### src/design/srrw_pkg.sv
// Shared types and constants for the selective-repeat receive window.
package srrw_pkg;

  localparam int unsigned SEQ_W        = 16;
  localparam int unsigned SLOT_STORE_W = 7;   // holds a remainder below 2*64
  localparam int unsigned QDEPTH       = 2;
  localparam int unsigned RECIP_SHIFT  = 24;
  localparam logic [SEQ_W-1:0] PROBE_RESET = 16'hFFFF;

  typedef enum logic [2:0] {
    VERDICT_PROBE    = 3'd0,
    VERDICT_CORRUPT  = 3'd1,
    VERDICT_OUTSIDE  = 3'd2,
    VERDICT_IN_ORDER = 3'd3,
    VERDICT_OUT_ORD  = 3'd4
  } verdict_e;

  typedef struct packed {
    logic [SEQ_W-1:0] frame_seq;
    logic             frame_good;
    logic             frame_is_last;
  } frame_t;

  typedef struct packed {
    logic [SEQ_W-1:0] ack_seq;
    verdict_e         verdict;
    logic             store_now;
    logic [3:0]       store_slot;
    logic             flush_low_half;
    logic             flush_high_half;
    logic             transfer_done;
  } result_t;

  // Classified frame passed from front to back.
  typedef struct packed {
    logic [SEQ_W-1:0]        seq;
    logic                    good;
    logic                    is_last;
    logic                    is_probe;
    logic [SLOT_STORE_W-1:0] slot;
  } cmd_t;

endpackage

### src/design/selective_repeat_receive_window_core.sv
// Selective-repeat receive window: top level with probe register and the three parts.
//
// Input channel (in_valid_i/in_ready_o/in_item_i) takes one parsed frame header
// per item: sequence number, integrity flag, last-frame flag. Output channel
// (out_valid_o/out_ready_i/out_item_o) returns exactly one result item per
// header: ack number, verdict, store flag and slot, half-flush flags and done.
// cfg_we_i/cfg_wdata_i write the probe number; write it only while idle.
// From input accept to output valid an item passes one front stage (masking,
// reciprocal quotient for the slot), one queue slot and one result register
// loaded by the back end. Throughput is one item per cycle unless the output
// stalls, set by the back end's window update (mask run count and slide).
// When out_ready_i is low the result register holds; the two-entry queue and
// the front stage keep taking items until they fill, then in_ready_o drops.
// Reset clears the window (next expected 1, empty mask, counters zero, not
// done) and sets the probe number to 65535; items are taken right after.
module selective_repeat_receive_window_core import srrw_pkg::*; #(
  parameter int WINDOW   = 8,
  parameter int SEQ_BITS = 16
) (
  input  logic             clk_i,
  input  logic             rst_ni,
  input  logic             in_valid_i,
  output logic             in_ready_o,
  input  frame_t           in_item_i,
  output logic             out_valid_o,
  input  logic             out_ready_i,
  output result_t          out_item_o,
  input  logic             cfg_we_i,
  input  logic [SEQ_W-1:0] cfg_wdata_i
);

  logic [SEQ_W-1:0] probe_q;
  logic             push_valid, push_ready, pop_valid, pop_ready;
  cmd_t             push_cmd, pop_cmd;

  always_ff @(posedge clk_i or negedge rst_ni) begin
    if (!rst_ni) begin
      probe_q <= PROBE_RESET;
    end else if (cfg_we_i) begin
      probe_q <= cfg_wdata_i;
    end
  end

  srrw_front #(
    .WINDOW  (WINDOW),
    .SEQ_BITS(SEQ_BITS)
  ) u_front (
    .clk_i       (clk_i),
    .rst_ni      (rst_ni),
    .in_valid_i  (in_valid_i),
    .in_ready_o  (in_ready_o),
    .in_item_i   (in_item_i),
    .probe_seq_i (probe_q),
    .push_valid_o(push_valid),
    .push_ready_i(push_ready),
    .push_cmd_o  (push_cmd)
  );

  srrw_queue u_queue (
    .clk_i       (clk_i),
    .rst_ni      (rst_ni),
    .push_valid_i(push_valid),
    .push_ready_o(push_ready),
    .push_cmd_i  (push_cmd),
    .pop_valid_o (pop_valid),
    .pop_ready_i (pop_ready),
    .pop_cmd_o   (pop_cmd)
  );

  srrw_back #(
    .WINDOW  (WINDOW),
    .SEQ_BITS(SEQ_BITS)
  ) u_back (
    .clk_i      (clk_i),
    .rst_ni     (rst_ni),
    .pop_valid_i(pop_valid),
    .pop_ready_o(pop_ready),
    .pop_cmd_i  (pop_cmd),
    .probe_seq_i(probe_q),
    .out_valid_o(out_valid_o),
    .out_ready_i(out_ready_i),
    .out_item_o (out_item_o)
  );

endmodule

### src/design/srrw_front.sv
// Front end: accepts frame headers, masks the number, computes the slot, flags probes.
module srrw_front import srrw_pkg::*; #(
  parameter int WINDOW   = 8,
  parameter int SEQ_BITS = 16
) (
  input  logic             clk_i,
  input  logic             rst_ni,
  input  logic             in_valid_i,
  output logic             in_ready_o,
  input  frame_t           in_item_i,
  input  logic [SEQ_W-1:0] probe_seq_i,
  output logic             push_valid_o,
  input  logic             push_ready_i,
  output cmd_t             push_cmd_o
);

  localparam longint unsigned DIV   = 64'(2 * WINDOW);
  localparam longint unsigned RECIP = ((64'd1 << RECIP_SHIFT) + DIV - 64'd1) / DIV;
  localparam longint unsigned ALL1_MOD = ((64'd1 << SEQ_BITS) - 64'd1) % DIV;
  localparam logic [SEQ_W-1:0] SEQ_MASK16 =
    (SEQ_BITS >= 16) ? 16'hFFFF : 16'((32'd1 << SEQ_BITS) - 32'd1);

  logic                 s1_valid_q, s1_valid_d;
  logic [SEQ_W-1:0]     seq_q;
  logic                 good_q, last_q, zero_q;
  logic [SEQ_W-1:0]     quot_q;
  logic [SEQ_W-1:0]     seq_m, v_in, v_s1;
  logic [SEQ_W+RECIP_SHIFT-1:0] prod;
  logic [SEQ_W-1:0]     rem_full;
  logic                 accept;

  assign seq_m  = in_item_i.frame_seq & SEQ_MASK16;
  assign v_in   = seq_m - SEQ_W'(1);
  // quotient by reciprocal; exact for 16-bit dividends at this shift
  assign prod   = (SEQ_W+RECIP_SHIFT)'(v_in) * (SEQ_W+RECIP_SHIFT)'(RECIP);

  assign in_ready_o = !s1_valid_q || push_ready_i;
  assign accept     = in_valid_i && in_ready_o;

  always_comb begin
    s1_valid_d = s1_valid_q;
    if (accept) begin
      s1_valid_d = 1'b1;
    end else if (push_ready_i) begin
      s1_valid_d = 1'b0;
    end
  end

  always_ff @(posedge clk_i or negedge rst_ni) begin
    if (!rst_ni) begin
      s1_valid_q <= 1'b0;
    end else begin
      s1_valid_q <= s1_valid_d;
    end
  end

  always_ff @(posedge clk_i) begin
    if (accept) begin
      seq_q  <= seq_m;
      good_q <= in_item_i.frame_good;
      last_q <= in_item_i.frame_is_last;
      zero_q <= (seq_m == '0);
      quot_q <= prod[SEQ_W+RECIP_SHIFT-1:RECIP_SHIFT];
    end
  end

  assign v_s1     = seq_q - SEQ_W'(1);
  assign rem_full = v_s1 - SEQ_W'(quot_q * SEQ_W'(DIV));

  always_comb begin
    push_cmd_o.seq      = seq_q;
    push_cmd_o.good     = good_q;
    push_cmd_o.is_last  = last_q;
    push_cmd_o.is_probe = (seq_q == (probe_seq_i & SEQ_MASK16));
    // number zero wraps to all ones in the sequence space
    push_cmd_o.slot     = zero_q ? SLOT_STORE_W'(ALL1_MOD) : rem_full[SLOT_STORE_W-1:0];
  end

  assign push_valid_o = s1_valid_q;

endmodule

### src/design/srrw_queue.sv
// Short queue of classified frames between front and back.
module srrw_queue import srrw_pkg::*; (
  input  logic clk_i,
  input  logic rst_ni,
  input  logic push_valid_i,
  output logic push_ready_o,
  input  cmd_t push_cmd_i,
  output logic pop_valid_o,
  input  logic pop_ready_i,
  output cmd_t pop_cmd_o
);

  localparam int PTR_W = (QDEPTH > 1) ? $clog2(QDEPTH) : 1;
  localparam int CNT_W = $clog2(QDEPTH + 1);

  cmd_t             mem_q [QDEPTH];
  logic [PTR_W-1:0] wr_ptr_q, wr_ptr_d, rd_ptr_q, rd_ptr_d;
  logic [CNT_W-1:0] cnt_q, cnt_d;
  logic             push, pop;

  assign push_ready_o = (cnt_q != CNT_W'(QDEPTH));
  assign pop_valid_o  = (cnt_q != '0);
  assign push         = push_valid_i && push_ready_o;
  assign pop          = pop_valid_o && pop_ready_i;
  assign pop_cmd_o    = mem_q[rd_ptr_q];

  always_comb begin
    wr_ptr_d = wr_ptr_q;
    rd_ptr_d = rd_ptr_q;
    cnt_d    = cnt_q;
    if (push) begin
      wr_ptr_d = (wr_ptr_q == PTR_W'(QDEPTH - 1)) ? '0 : wr_ptr_q + PTR_W'(1);
    end
    if (pop) begin
      rd_ptr_d = (rd_ptr_q == PTR_W'(QDEPTH - 1)) ? '0 : rd_ptr_q + PTR_W'(1);
    end
    case ({push, pop})
      2'b10:   cnt_d = cnt_q + CNT_W'(1);
      2'b01:   cnt_d = cnt_q - CNT_W'(1);
      default: cnt_d = cnt_q;
    endcase
  end

  always_ff @(posedge clk_i or negedge rst_ni) begin
    if (!rst_ni) begin
      wr_ptr_q <= '0;
      rd_ptr_q <= '0;
      cnt_q    <= '0;
    end else begin
      wr_ptr_q <= wr_ptr_d;
      rd_ptr_q <= rd_ptr_d;
      cnt_q    <= cnt_d;
    end
  end

  always_ff @(posedge clk_i) begin
    if (push) begin
      mem_q[wr_ptr_q] <= push_cmd_i;
    end
  end

endmodule

### src/design/srrw_back.sv
// Back end: window state, slide over received runs, half flushes, result register.
module srrw_back import srrw_pkg::*; #(
  parameter int WINDOW   = 8,
  parameter int SEQ_BITS = 16
) (
  input  logic             clk_i,
  input  logic             rst_ni,
  input  logic             pop_valid_i,
  output logic             pop_ready_o,
  input  cmd_t             pop_cmd_i,
  input  logic [SEQ_W-1:0] probe_seq_i,
  output logic             out_valid_o,
  input  logic             out_ready_i,
  output result_t          out_item_o
);

  localparam int IDX_W = (WINDOW > 1) ? $clog2(WINDOW) : 1;
  localparam int CNT_W = $clog2(WINDOW + 1);

  logic [WINDOW-1:0]   mask_q, mask_d, mask_new;
  logic [SEQ_BITS-1:0] ne_q, ne_d;
  logic                last_q, last_d;
  logic [CNT_W-1:0]    rem_q, rem_d, rem_set, rem_slid;
  logic [CNT_W-1:0]    low_q, low_d, low_tmp;
  logic [CNT_W-1:0]    high_q, high_d, high_tmp;
  logic                done_q, done_d;
  logic                out_valid_q;
  result_t             out_q, res;

  logic [SEQ_BITS-1:0] seq_sb, offset, ack_sb;
  logic [31:0]         ack32;
  logic [IDX_W-1:0]    idx;
  logic                in_win, accepted, fresh, in_order, low_half, flush_lo, flush_hi;
  logic [CNT_W-1:0]    run;
  logic                run_open;
  logic                pop;

  assign pop_ready_o = !out_valid_q || out_ready_i;
  assign pop         = pop_valid_i && pop_ready_o;

  assign seq_sb   = SEQ_BITS'(pop_cmd_i.seq);
  assign offset   = seq_sb - ne_q;
  assign in_win   = offset < SEQ_BITS'(WINDOW);
  assign idx      = offset[IDX_W-1:0];
  assign accepted = !pop_cmd_i.is_probe && pop_cmd_i.good && in_win;
  assign fresh    = accepted && !mask_q[idx];
  assign in_order = accepted && (offset == '0);
  assign mask_new = fresh ? (mask_q | (WINDOW'(1) << idx)) : mask_q;
  assign low_half = 32'(pop_cmd_i.slot) < 32'(WINDOW);

  // length of the run of received frames starting at next expected
  always_comb begin
    run      = '0;
    run_open = 1'b1;
    for (int i = 0; i < WINDOW; i++) begin
      if (run_open && mask_new[i]) begin
        run = run + CNT_W'(1);
      end else begin
        run_open = 1'b0;
      end
    end
  end

  always_comb begin
    last_d   = last_q | (accepted && pop_cmd_i.is_last);
    rem_set  = (accepted && pop_cmd_i.is_last) ? CNT_W'(idx) + CNT_W'(1) : rem_q;
    rem_slid = (run >= rem_set) ? '0 : rem_set - run;
    rem_d    = (in_order && last_d) ? rem_slid : rem_set;
    mask_d   = in_order ? (mask_new >> run) : mask_new;
    ne_d     = in_order ? ne_q + SEQ_BITS'(run) : ne_q;
    done_d   = done_q | (in_order && last_d && (rem_slid == '0));

    low_tmp  = low_q + CNT_W'(fresh && low_half);
    high_tmp = high_q + CNT_W'(fresh && !low_half);
    flush_lo = accepted && (low_tmp == CNT_W'(WINDOW));
    flush_hi = accepted && (high_tmp == CNT_W'(WINDOW));
    low_d    = flush_lo ? '0 : low_tmp;
    high_d   = flush_hi ? '0 : high_tmp;
  end

  assign ack_sb = ne_d - SEQ_BITS'(1);
  assign ack32  = 32'(ack_sb);

  always_comb begin
    res.ack_seq         = pop_cmd_i.is_probe ? probe_seq_i : ack32[SEQ_W-1:0];
    res.store_now       = fresh;
    res.store_slot      = accepted ? pop_cmd_i.slot[3:0] : 4'd0;
    res.flush_low_half  = flush_lo;
    res.flush_high_half = flush_hi;
    res.transfer_done   = done_d;
    if (pop_cmd_i.is_probe) begin
      res.verdict = VERDICT_PROBE;
    end else if (!pop_cmd_i.good) begin
      res.verdict = VERDICT_CORRUPT;
    end else if (!in_win) begin
      res.verdict = VERDICT_OUTSIDE;
    end else if (in_order) begin
      res.verdict = VERDICT_IN_ORDER;
    end else begin
      res.verdict = VERDICT_OUT_ORD;
    end
  end

  always_ff @(posedge clk_i or negedge rst_ni) begin
    if (!rst_ni) begin
      mask_q      <= '0;
      ne_q        <= SEQ_BITS'(1);
      last_q      <= 1'b0;
      rem_q       <= '0;
      low_q       <= '0;
      high_q      <= '0;
      done_q      <= 1'b0;
      out_valid_q <= 1'b0;
    end else begin
      if (pop) begin
        mask_q <= mask_d;
        ne_q   <= ne_d;
        last_q <= last_d;
        rem_q  <= rem_d;
        low_q  <= low_d;
        high_q <= high_d;
        done_q <= done_d;
      end
      if (pop) begin
        out_valid_q <= 1'b1;
      end else if (out_ready_i) begin
        out_valid_q <= 1'b0;
      end
    end
  end

  always_ff @(posedge clk_i) begin
    if (pop) begin
      out_q <= res;
    end
  end

  assign out_valid_o = out_valid_q;
  assign out_item_o  = out_q;

endmodule

### config.mk
export PLATFORM = sky130hd
export DESIGN_NAME = selective_repeat_receive_window_core
export DESIGN_NICKNAME = d
export VERILOG_FILES = /design/src/design/srrw_pkg.sv /design/src/design/selective_repeat_receive_window_core.sv /design/src/design/srrw_front.sv /design/src/design/srrw_queue.sv /design/src/design/srrw_back.sv
export SDC_FILE = /design/constraint.sdc
export NUM_CORES = 1
export LEC_CHECK = 0
export BUFFER_PORTS_ARGS = -buffer_cell sky130_fd_sc_hd__buf_4
export CAP_MARGIN = 40
export CORE_MARGIN = 8
export CORE_UTILIZATION = 55
export DETAILED_ROUTE_END_ITERATION = 12
export GPL_TIMING_DRIVEN = 0
export PLACE_DENSITY = 0.75
export SLEW_MARGIN = 15
export SYNTH_ARGS = -nofsm -noshare
export SYNTH_HDL_FRONTEND = slang
export SYNTH_SLANG_ARGS = --single-unit
export TNS_END_PERCENT = 10
### constraint.sdc
create_clock -name clk_i -period 12.9 [get_ports clk_i]
set_clock_uncertainty 0.2 [all_clocks]
set_input_delay 1.29 -clock clk_i [delete_from_list [all_inputs] [get_ports clk_i]]
set_output_delay 1.29 -clock clk_i [all_outputs]
set_load 0.005 [all_outputs]
==> run summary, run 1 <==
status = complete, no violations
Worst slew margin = 43.6%
cell area after placement = 10600 sq um
first-pass GRT wire length = 37700 um
Die Span Y = 149 um
critical path endpoint category = register
share of cells above drive strength 1 = 19.3%
total power = 0.00200 W
CP Data Arrival Time = 11.11 ns
clock-pin slew on the worst setup and hold paths = 0.07 ns
num ports = 68
Synth Cell Area = 9740 sq um
post-layout min period = 11.15 ns
pin count of the biggest net entering global routing = 61
Slew Limit Fails = 0
post_cts resized = 0
top cell type's share of synthesized area = 31.2%
Final HPWL DP = 17500 um
drt pass-1 iters = 6
Layout Cells excl Fill = 1244
syn_nets = 1002
CTS max path bufs = 2
worst slew pin tran = 0.843 ns
core area = 17300 sq um
H-Tree Depth = 4
fin area = 11200 sq um
TritonCTS buffer count = 17
pwr dens = 179 nW/um^2
total clock sinks = 161
die width = 149 um
Worst Setup Start Kind = register
synthesis-to-layout area growth = 14.7%
leakage power = 4.49 nW
Routed Antenna Nets = 0
sequential share of the synthesized area = 46.8%
FF+latch count, synth = 161
most frequent CP cell = ha_1
worst skew pair latency = 0.42 ns
CP Buf/Inv Count = 6
fin nets = 1092
CP max FO = 10
CTS root buffer = clkbuf_16
Via Count = 7387
routability cong. = 0.924
EDFF count, synth = 101
vias per inst = 5.94
Cells after Synth = 916
RSZ-0062 raised after global routing = no
worst hold slack = 0.251 ns
die area = 22200 sq um
placed cells = 1211
Wirelength per Cell = 18.9 um
final setup TNS = 0 ns
f_max = 89.7 MHz
Async SR Flop Fraction = 37.3%
CTS tree = yes
Total GRT Usage = 21.3%
initial antenna violation count = 0
crit path kind = register to register
Antenna Cells = 0
grt ovf = 0
site row count = 48
syn avg cell area = 10.6 sq um
main flop type after synthesis = edfxtp_1
slowest cell on the critical path = buf_1
Netlist cell types = 95
crit share post-route = 86.4%
Post-Route WL = 23500 um
Buffers on Ports = 66
Iteration-0 DRC Markers = 587
VDD IR-drop max = 149 uV
Setup Viol. Count Final = 0
Initial Util = 56.3%
family with the most delay on the worst path = simple AND/OR/NAND/NOR gates
cell taking the most area after synthesis = edfxtp_1
vias in the first global route = 7361
Max Cap Viol = 0
data required time of the worst path = 12.86 ns
Final Hold Viols = 0
crit-path max cell delay = 0.66 ns
Ys Warns = 0
synth top area cells = edfxtp_1 (31%), dfrtp_1 (11%), xnor2_1 (5.7%)
Hold Buf Count CTS = 0
Post-route DRC = 0
hold crit path type = register to register
postcts setup bufs = 0
worst reg2reg max path: cells and delay by family, from the launching register on:
family | cells | cell delay (ns)
and+or+nand+nor | 14 | 3.20
AOI/OAI and AO/OA | 12 | 2.80
adders and majority gates | 6 | 1.70
buffers and inverters | 6 | 1.50
muxes | 3 | 0.99
DFF | 1 | 0.32
xor gates and xnor gates | 1 | 0.18
report_power, final:
part | total (W) | leakage, nW | internal, W | switching, W
Combinational | 0.000773 | 2.50 | 0.000303 | 0.000470
Sequential | 0.000746 | 1.72 | 0.000699 | 0.0000473
Clock | 0.000478 | 0.271 | 0.000257 | 0.000222
Total | 0.00200 | 4.49 | 0.00126 | 0.000739
cell type report:
class / instances / area, sq um
Clock inverter: 14 / 144
Sequential cell: 161 / 4560
Clock buffer: 18 / 429
Timing Repair Buffer: 71 / 571
Buffer: 29 / 124
Multi-Input combinational cell: 681 / 4900
Inverter: 45 / 169
Tap cell: 225 / 282
Fill cell: 1398 / 6130
metal layers:
metal  vias to the layer above  part of all wire [%]  GRT usage [%]  wire [um]
met2                       239                    50           36.5      11700
met4                         0                   1.9           7.22        440
met1                      3574                    44           27.3      10300
met3                        34                   4.5           2.76       1050
li1                       3540                     -              -          -
met5                         -                     0              0          0
flip-flops by register name (all words and copies together), names as in the netlist, 2 cells and up:
signal and count:
probe_q 16, u_queue.cnt_q 2, u_front.quot_q 3, u_back.rem_q 4, u_back.high_q 4, u_back.low_q 4, u_back.mask_q 8, u_back.ne_q 16
u_queue.mem_q 52, u_front.seq_q 16, u_back.out_item_o 27
per-stage QoR:
stage	worst slack, ns	util, %
CTS	1.86	64.5
detailed placement	2.02	61.1
floorplan	3.73	-
global route	1.14	64.6
finish	1.75	64.6
global placement	2.05	60.8
synth_stat cells (15+ instances only):
library cell / instances
edfxtp_1: 101
nand2_1: 76
nor2_1: 70
xnor2_1: 63
o21ai_0: 47
a21oi_1: 44
ha_1: 44
dfrtp_1: 43
inv_1: 42
mux2_2: 38
nand3_1: 24
mux2i_1: 23
clkbuf_1: 20
nor3_1: 19
dfstp_2: 17
nand4_1: 15
xor2_1: 15
layout by cell type, fill, tap and decap left out, types with 4 or more instances in the layout:
master and n:
mux2i_1 23, o211ai_1 7, dfstp_2 17, nor3_1 19, xnor2_1 63, and3_1 13, and2_1 7, a31oi_1 6
clkbuf_16 17, a211oi_1 4, dfrtp_1 43, nand3_1 24, o21ai_0 47, buf_2 6, nand3b_1 5, a21oi_1 44
o22ai_1 4, or3_1 9, o21a_1 7, nand2b_1 14, a21o_1 11, buf_4 66, ha_1 44, edfxtp_1 101
nor2b_1 4, nor4_1 10, xor2_1 15, nand4_1 15, mux2_2 38, nor2_1 69, nor3b_1 5, inv_1 42
o21ai_1 9, inv_8 4, a211o_1 4, clkbuf_1 20, nand2_1 76
kinds of logic after synthesis:
kind of cell	Yosys count	share of synthesized area (%)
mux	65	7.45
xor+xnor	79	7.30
flops	161	46.8
fa+ha+maj	47	6.27
buf+inv	74	2.99
compound gates	185	12.6
simple gates	305	16.6
final timing paths:
| kind | startpoint | endpoint | slack (ns) | depth (start not counted) |
|---|---|---|---|---|
| max in group asynchronous | rst_ni | u_back.ne_q[0] | 11.35 | 2 |
| hold reg to reg | u_back.done_q | u_back.done_q | 0.25 | 1 |
| hold / removal | u_back.done_q | u_back.done_q | 0.25 | 1 |
| setup reg to reg | u_queue.rd_ptr_q | u_back.out_item_o[24] | 1.75 | 42 |
| setup / recovery | u_queue.rd_ptr_q | u_back.out_item_o[24] | 1.75 | 42 |
| min in group asynchronous | rst_ni | u_queue.cnt_q[1] | 0.56 | 1 |
Power figures use the tool's default switching activity.
==> run 2: changes to the inputs <==
--- a/config.mk
+++ b/config.mk
@@ -8,12 +8,12 @@
 export BUFFER_PORTS_ARGS = -buffer_cell sky130_fd_sc_hd__buf_4
 export CAP_MARGIN = 40
 export CORE_MARGIN = 8
-export CORE_UTILIZATION = 55
+export CORE_UTILIZATION = 50
 export DETAILED_ROUTE_END_ITERATION = 12
 export GPL_TIMING_DRIVEN = 0
-export PLACE_DENSITY = 0.75
+export PLACE_DENSITY = 0.69
 export SLEW_MARGIN = 15
 export SYNTH_ARGS = -nofsm -noshare
 export SYNTH_HDL_FRONTEND = slang
 export SYNTH_SLANG_ARGS = --single-unit
-export TNS_END_PERCENT = 10
+export TNS_END_PERCENT = 100
==> run 2 against run 1 <==
  * Sequential power is essentially flat
  * Clock-buffer cell count shrank 1
  * Sequential cell count is the same
  * Setup slack gained 0.14 ns
  * Global-route usage shrank 1.3 points
==> run summary, run 2 (synthesis results as in run 1) <==
Hold Buf Count CTS = 0 (unchanged)
Setup Viol. Count Final = 0 (unchanged)
leakage power = 4.51 nW (was 4.49 nW)
drt pass-1 iters = 5 (was 6)
vias per inst = 5.70 (was 5.94)
Buffers on Ports = 66 (unchanged)
worst slew pin tran = 0.839 ns (was 0.843 ns)
CP max FO = 10 (unchanged)
Die Span Y = 156 um (was 149 um)
f_max = 90.8 MHz (was 89.7 MHz)
Routed Antenna Nets = 0 (unchanged)
postcts setup bufs = 0 (unchanged)
Layout Cells excl Fill = 1284 (was 1244)
Worst slew margin = 43.5% (was 43.6%)
hold crit path type = register to register (unchanged)
crit share post-route = 85.3% (was 86.4%)
post_cts resized = 0 (unchanged)
final setup TNS = 0 ns (unchanged)
H-Tree Depth = 4 (unchanged)
fin nets = 1092 (unchanged)
Comb pwr share = 38.5% (was 38.7%)
initial antenna violation count = 0 (unchanged)
RSZ-0062 raised after global routing = no (unchanged)
core area = 19300 sq um (was 17300 sq um)
Clk pwr share = 24.6% (was 23.9%)
Largest register FFs = 52 (unchanged)
first-pass GRT wire length = 38000 um (was 37700 um)
switching pwr = 0.000757 W (was 0.000739 W)
worst skew pair latency = 0.43 ns (was 0.42 ns)
Post-route DRC = 0 (unchanged)
Max Cap Viol = 0 (unchanged)
status = complete, no violations (unchanged)
die width = 156 um (was 149 um)
critical path endpoint category = register (unchanged)
TritonCTS buffer count = 17 (unchanged)
Reg power frac = 36.9% (was 37.4%)
Final Hold Viols = 0 (unchanged)
placed cells = 1251 (was 1211)
Iteration-0 DRC Markers = 448 (was 587)
Final HPWL DP = 18000 um (was 17500 um)
slowest cell on the critical path = buf_1 (unchanged)
Via Count = 7325 (was 7387)
Initial Util = 50.5% (was 56.3%)
Wirelength per Cell = 18.6 um (was 18.9 um)
CP Data Arrival Time = 10.98 ns (was 11.11 ns)
die area = 24200 sq um (was 22200 sq um)
share of cells above drive strength 1 = 19.4% (was 19.3%)
VDD IR-drop max = 125 uV (was 149 uV)
pin count of the biggest net entering global routing = 61 (unchanged)
vias in the first global route = 7311 (was 7361)
crit-path max cell delay = 0.62 ns (was 0.66 ns)
data required time of the worst path = 12.87 ns (was 12.86 ns)
crit path kind = register to register (unchanged)
Internal = 0.00126 W (about the same)
commonest non-fill, non-tap cells in the layout = edfxtp_1 (101), nand2_1 (76), nor2_1 (69) (unchanged)
routability cong. = 0.921 (was 0.924)
Slew Limit Fails = 0 (unchanged)
pwr dens = 180 nW/um^2 (was 179 nW/um^2)
CP Buf/Inv Count = 6 (unchanged)
post-layout min period = 11.01 ns (was 11.15 ns)
CTS tree = yes (unchanged)
Total GRT Usage = 20.0% (was 21.3%)
family with the most delay on the worst path = simple AND/OR/NAND/NOR gates (unchanged)
commonest non-fill, non-tap cell in the layout = edfxtp_1 (unchanged)
Largest Register = u_queue.mem_q (unchanged)
Worst Setup Start Kind = register (unchanged)
CTS max path bufs = 2 (unchanged)
grt ovf = 0 (unchanged)
worst hold slack = 0.248 ns (was 0.251 ns)
site row count = 51 (was 48)
most frequent CP cell = ha_1 (unchanged)
num ports = 68 (unchanged)
synthesis-to-layout area growth = 15.4% (was 14.7%)
Post-Route WL = 23900 um (was 23500 um)
Switching Fraction = 37.5% (was 37.0%)
CTS root buffer = clkbuf_16 (unchanged)
total clock sinks = 161 (unchanged)
Antenna Cells = 0 (unchanged)
clock-pin slew on the worst setup and hold paths = 0.07 ns (about the same)
-- run 2: changes by cell type in the layout (fill, tap and decap cells not counted) --
cell and change:
buf_12 -1, buf_16 +1, clkbuf_1 -1, clkinv_2 +1, clkinv_4 -1, clkinv_8 +1, clkinvlp_4 -3, inv_6 +3
-- run 2: final timing paths --
| check | from | to | slack (ns) | cells past startpoint |
|---|---|---|---|---|
| hold reg to reg | u_back.done_q | u_back.done_q | 0.25 | 1 |
| min in group asynchronous | rst_ni | u_back.ne_q[15] | 0.52 | 1 |
| setup reg to reg | u_queue.rd_ptr_q | u_back.out_item_o[24] | 1.89 | 42 |
| setup / recovery | u_queue.rd_ptr_q | u_back.out_item_o[24] | 1.89 | 42 |
| hold / removal | u_back.done_q | u_back.done_q | 0.25 | 1 |
| max in group asynchronous | rst_ni | u_back.ne_q[0] | 11.38 | 2 |
-- run 2: layout make-up --
type                    count  area [sq um]
repair buffers             71           578
fillers                  1689          8030
clock inverters            15           160
well taps                 265           332
clock buffers              17           425
flip-flops and latches    161          4560
plain buffers              29           124
multi-input cells         681          4900
inverters                  45           169
-- run 2: worst register-to-register path: cells and delay by family (launching register included) --
kind                     cells  cell delay (ns)
flip-flops                   1             0.32
XOR/XNOR                     1             0.19
buffers and inverters        6             1.50
multiplexers                 3             0.94
AO/OA/AOI/OAI               12             2.76
AND/OR/NAND/NOR             14             3.18
adder cells (fa/ha/maj)      6             1.69
-- run 2: power groups by stage --
stage | clock network [W] | registers (W) | logic, W
finish | 0.000497 | 0.000745 | 0.000778
global route | 0.000526 | 0.000756 | 0.000845
CTS | 0.000504 | 0.000746 | 0.000776
detailed placement | 0 | 0.000755 | 0.000770
global placement | 0 | 0.000755 | 0.000746
floorplan | 0 | 0.000748 | 0.000506
-- run 2: layer usage --
| layer | GRT usage [%] | share of wire, % | wire length [um] | vias up |
|---|---|---|---|---|
| met1 | 25.7 | 45 | 10800 | 3596 |
| met2 | 34.3 | 50 | 11900 | 171 |
| met4 | 5.68 | 1.4 | 334 | 0 |
| met5 | 0 | 0 | 0 | - |
| li1 | - | - | - | 3533 |
| met3 | 3.02 | 3.6 | 850 | 25 |
-- run 2: per-stage QoR --
stage	total power [W]	area (sq um)	worst slack, ns	util, %
4_1_cts	0.00203	11200	1.94	58.2
3_5_place_dp	0.00153	10600	1.90	55.2
3_3_place_gp	0.00150	10600	2.06	54.8
5_1_grt	0.00213	11200	1.13	58.3
6_report	0.00202	11200	1.89	58.3
2_1_floorplan	0.00125	9740	3.73	-
